### src/hdl/psbb_pkg.sv
// ---------------------------------------------------------------------------
// psbb_pkg: shared types for the per-segment batch buffer
// Request and result beats, controller states, and the command/status
// bundles that pass between controller and datapath.
// ---------------------------------------------------------------------------
`default_nettype none

package psbb_pkg;

	localparam int STORE_W = 2;
	localparam int SEG_W   = 4;
	localparam int VALUE_W = 32;

	// Number of codes the store and segment fields can carry.
	localparam int STORE_SPAN = 1 << STORE_W;
	localparam int SEG_SPAN   = 1 << SEG_W;

	localparam logic REQ_ADD   = 1'b0;
	localparam logic REQ_FLUSH = 1'b1;

	typedef struct packed {
		logic               req_type;
		logic [STORE_W-1:0] store_sel;
		logic [SEG_W-1:0]   segment;
		logic [VALUE_W-1:0] value;
	} req_t;

	typedef struct packed {
		logic [STORE_W-1:0] out_store;
		logic [SEG_W-1:0]   out_segment;
		logic [VALUE_W-1:0] out_value;
		logic               run_last;
	} rsp_t;

	typedef enum logic [2:0] {
		ST_IDLE,
		ST_LOOKUP,
		ST_UPDATE,
		ST_DRAIN_RD,
		ST_DRAIN_LD
	} state_t;

	typedef struct packed {
		logic load_req;
		logic cnt_rd;
		logic upd;
		logic drain_rd;
		logic out_load;
	} cmd_t;

	typedef struct packed {
		logic req_ok;
		logic drain_go;
		logic last_beat;
		logic out_free;
	} sts_t;

endpackage

`default_nettype wire

### src/hdl/psbb_ctrl.sv
// ---------------------------------------------------------------------------
// psbb_ctrl: sequencing controller
// Steps one request through count lookup, update and drain.
// ---------------------------------------------------------------------------
`default_nettype none

module psbb_ctrl import psbb_pkg::*; (
	input  wire  clk,
	input  wire  arst_n,
	input  wire  req_valid,
	output logic req_stall,
	input  wire sts_t sts,
	output cmd_t cmd
);

	state_t state_q;
	state_t state_nxt;

	always_ff @(posedge clk or negedge arst_n) begin
		if (!arst_n) begin
			state_q <= ST_IDLE;
		end else begin
			state_q <= state_nxt;
		end
	end

	always_comb begin
		state_nxt = state_q;
		cmd       = '0;
		req_stall = 1'b1;
		unique case (state_q)
			ST_IDLE: begin
				req_stall = 1'b0;
				if (req_valid) begin
					cmd.load_req = 1'b1;
					state_nxt    = ST_LOOKUP;
				end
			end
			ST_LOOKUP: begin
				// drop requests aimed outside the configured stores/segments
				cmd.cnt_rd = 1'b1;
				state_nxt  = sts.req_ok ? ST_UPDATE : ST_IDLE;
			end
			ST_UPDATE: begin
				cmd.upd   = 1'b1;
				state_nxt = sts.drain_go ? ST_DRAIN_RD : ST_IDLE;
			end
			ST_DRAIN_RD: begin
				cmd.drain_rd = 1'b1;
				state_nxt    = ST_DRAIN_LD;
			end
			ST_DRAIN_LD: begin
				if (sts.out_free) begin
					cmd.out_load = 1'b1;
					state_nxt    = sts.last_beat ? ST_IDLE : ST_DRAIN_RD;
				end
			end
			default: begin
				state_nxt = ST_IDLE;
			end
		endcase
	end

endmodule

`default_nettype wire

### config.mk
export PLATFORM = sky130hd
export DESIGN_NAME = psbb_ctrl
export DESIGN_NICKNAME = d
export VERILOG_FILES = /design/src/hdl/psbb_pkg.sv /design/src/hdl/psbb_ctrl.sv
export SDC_FILE = /design/constraint.sdc
export NUM_CORES = 1
export LEC_CHECK = 0
export BUFFER_PORTS_ARGS = -buffer_cell sky130_fd_sc_hd__buf_2
export CAP_MARGIN = 0
export CORE_AREA = 5 5 42 44
export CTS_BUF_LIST = sky130_fd_sc_hd__clkbuf_4 sky130_fd_sc_hd__clkbuf_8 sky130_fd_sc_hd__clkbuf_16
export CTS_CLUSTER_SIZE = 10
export DETAILED_ROUTE_END_ITERATION = 12
export DIE_AREA = 0 0 47 49
export GPL_TIMING_DRIVEN = 0
export PLACE_DENSITY = 0.37
export SLEW_MARGIN = 30
export SYNTH_ARGS = -nofsm -noshare
export SYNTH_HDL_FRONTEND = slang
export SYNTH_SLANG_ARGS = --single-unit
export TNS_END_PERCENT = 10
### constraint.sdc
create_clock -name clk -period 2.52 [get_ports clk]
set_input_delay 0.126 -clock clk [delete_from_list [all_inputs] [get_ports clk]]
set_output_delay 0.126 -clock clk [all_outputs]
set_load 0.02 [all_outputs]
==> reports/metrics.yaml <==
die_w_um: 47
nets: 46
holdWs_ns: 0.110
top_layer: "met4"
critPathKind: "reg2out"
largest-register: "state_q"
relSlewSlack_pct: 82.9
vdd_drop_max_mv: 0.402
synth.area.top_cells: "dfrtp_1, nor3b_2, nor2_1"
largest_reg_flops: 3
syn2layout_area_growth_pct: 64.4
clockRootBuffer: "clkbuf_4"
period_minus_slack_ns: 1.48
via_per_inst: 4.28
largestRegisters: "state_q x3"
p_per_area_nw_per_um2: 1320
cp.arrival_ns: 1.35
drt-pass1-iter-count: 4
worst_ep_required_time_ns: 2.39
synth_area_leader_cell: "dfrtp_1"
synth-seq-cells: 3
worst_setup_path_start_kind: "register"
setup_viol: 0
worstMarginPinSlew_ns: 0.257
worst_setup_path_end_kind: "output pin"
power.leakage_uw: 0.000167
skew_ns: 0.00102
overflow: 0
synth_area_um2: 186
ys_top_cells_by_count: "dfrtp_1, nor2_1, inv_1"
syn-num-nets: 28
rows: 14
synth_cell_type_count: 16
syn_area_per_cell_um2: 8.88
synth_warnings: 0
finalSetupTns_ns: 0
port_buffers: 12
wl_per_cell_um: 11.1
layout-drive-gt1-share_pct: 44.7
ys.flop_type: "dfrtp_1"
async_flop_share_pct: 100
ant_nets: 0
yosysSeqAreaShare_pct: 40.3
cts_sinks: 3
htree_levels: 1
vias: 231
synth_edf_count: 0
yosys.area.top_type_share_pct: 40.3
drt_drc_violations_left: 0
cts-buffers-inserted: 3
core_um2: 1400
met3_length_um: 106
finalWirelength_um: 597
grt_antenna_before_repair: 0
worstPathMaxFanout: 8
drt_iter0_markers: 4
hold_class: "in2reg"
met1_length_um: 263
grt_util_all_layers_pct: 5.79
cap_violations: 0
gp_congestion: 0.843
clkLatencyLatePin_ns: 0.23
fmaxAchievable_mhz: 677
diodes: 0
initial_core_util_pct: 13.3
tritoncts: "done"
period_share_pct: 58.6
cts_buffer_depth: 2
die_h_um: 49
hold_viol_final: 0
drv_slew: 0
dpl.hpwl_um: 480
synthCells: 21
grt_pass1_vias: 248
grt_max_degree: 9
cts_resized: 0
grt_pass1_wl_um: 938
pre_cts_ws_ns: 1.29
finalWorstSetupSlack_ns: 1.04
io_pins: 13
clk_pin_slew_ns: 0.04
met2WireLength_um: 211
die-area_um2: 2300
outcome: "finished clean"
rsz0062_at_grt: "no"
r2r_slack_ns: 1.45
-- area by class of cell --
type | instances | area [um2]
clock buffer | 4 | 30.0
inverter | 2 | 7.51
sequential | 3 | 75.1
fill | 167 | 1090
timing repair buffer | 13 | 70.1
multi-input combinational | 16 | 104
tap | 16 | 20.0
-- routing by layer --
layer / vias up / global-route usage, %
met1: 104 / 7.10
li1: 108 / -
met2: 17 / 7.47
met4: 0 / 5.53
met3: 2 / 1.85
met5: - / 0
-- per-stage QoR --
stage | std cells | total power, uW | area (um2) | utilization [%]
after floorplan | 21 | 239 | 186 | -
after global placement | 49 | 305 | 267 | 19.0
after detailed placement | 49 | 313 | 267 | 19.0
after CTS | 54 | 415 | 307 | 21.9
after global routing | 54 | 439 | 307 | 21.9
final | 54 | 405 | 307 | 21.9
-- path summary, 6_finish.rpt --
check | from | endpoint | cells past startpoint
setup / recovery | state_q[2]$_DFFE_PN0P_ | cmd[4] | 3
hold / removal | sts[1] | state_q[1]$_DFFE_PN0P_ | 2
setup reg to reg | state_q[1]$_DFFE_PN0P_ | state_q[1]$_DFFE_PN0P_ | 3
hold reg to reg | state_q[2]$_DFFE_PN0P_ | state_q[2]$_DFFE_PN0P_ | 2
min in group asynchronous | arst_n | state_q[1]$_DFFE_PN0P_ | 2
max in group asynchronous | arst_n | state_q[2]$_DFFE_PN0P_ | 2
-- layout by cell type, fill, tap and decap left out, types with 2 or more instances in the layout --
master    synthesis  layout
clkbuf_4          0       4
nor2_1            3       3
inv_1             2       2
dfrtp_1           3       3
buf_2             0      12
-- power breakdown --
group	total (uW)	internal [uW]	switching (uW)
Combinational	203	84.1	119
Sequential	108	69.9	38.2
Clock	94.0	70.0	24.0
Total	405	224	181
-- worst max-delay path, cell delays in order (launching register included) --
cell and delay [ns]:
dfrtp_1 0.45, or3_1 0.41, nor2_1 0.09, buf_2 0.17
-- what timing repair did --
item,4_1_cts,5_1_grt
setup buffers,0,0
hold buffers,1,0
endpoints found under the hold margin,3,0
-- cells by family (layout without fill, tap and decap cells) --
kind of cell | Yosys count | in the layout | synth area share [%]
AO/OA/AOI/OAI | 5 | 5 | 19.5
buffers and inverters | 2 | 19 | 4.03
flip-flops | 3 | 3 | 40.3
AND/OR/NAND/NOR | 11 | 11 | 36.2
(Power assumes the default switching activity.)
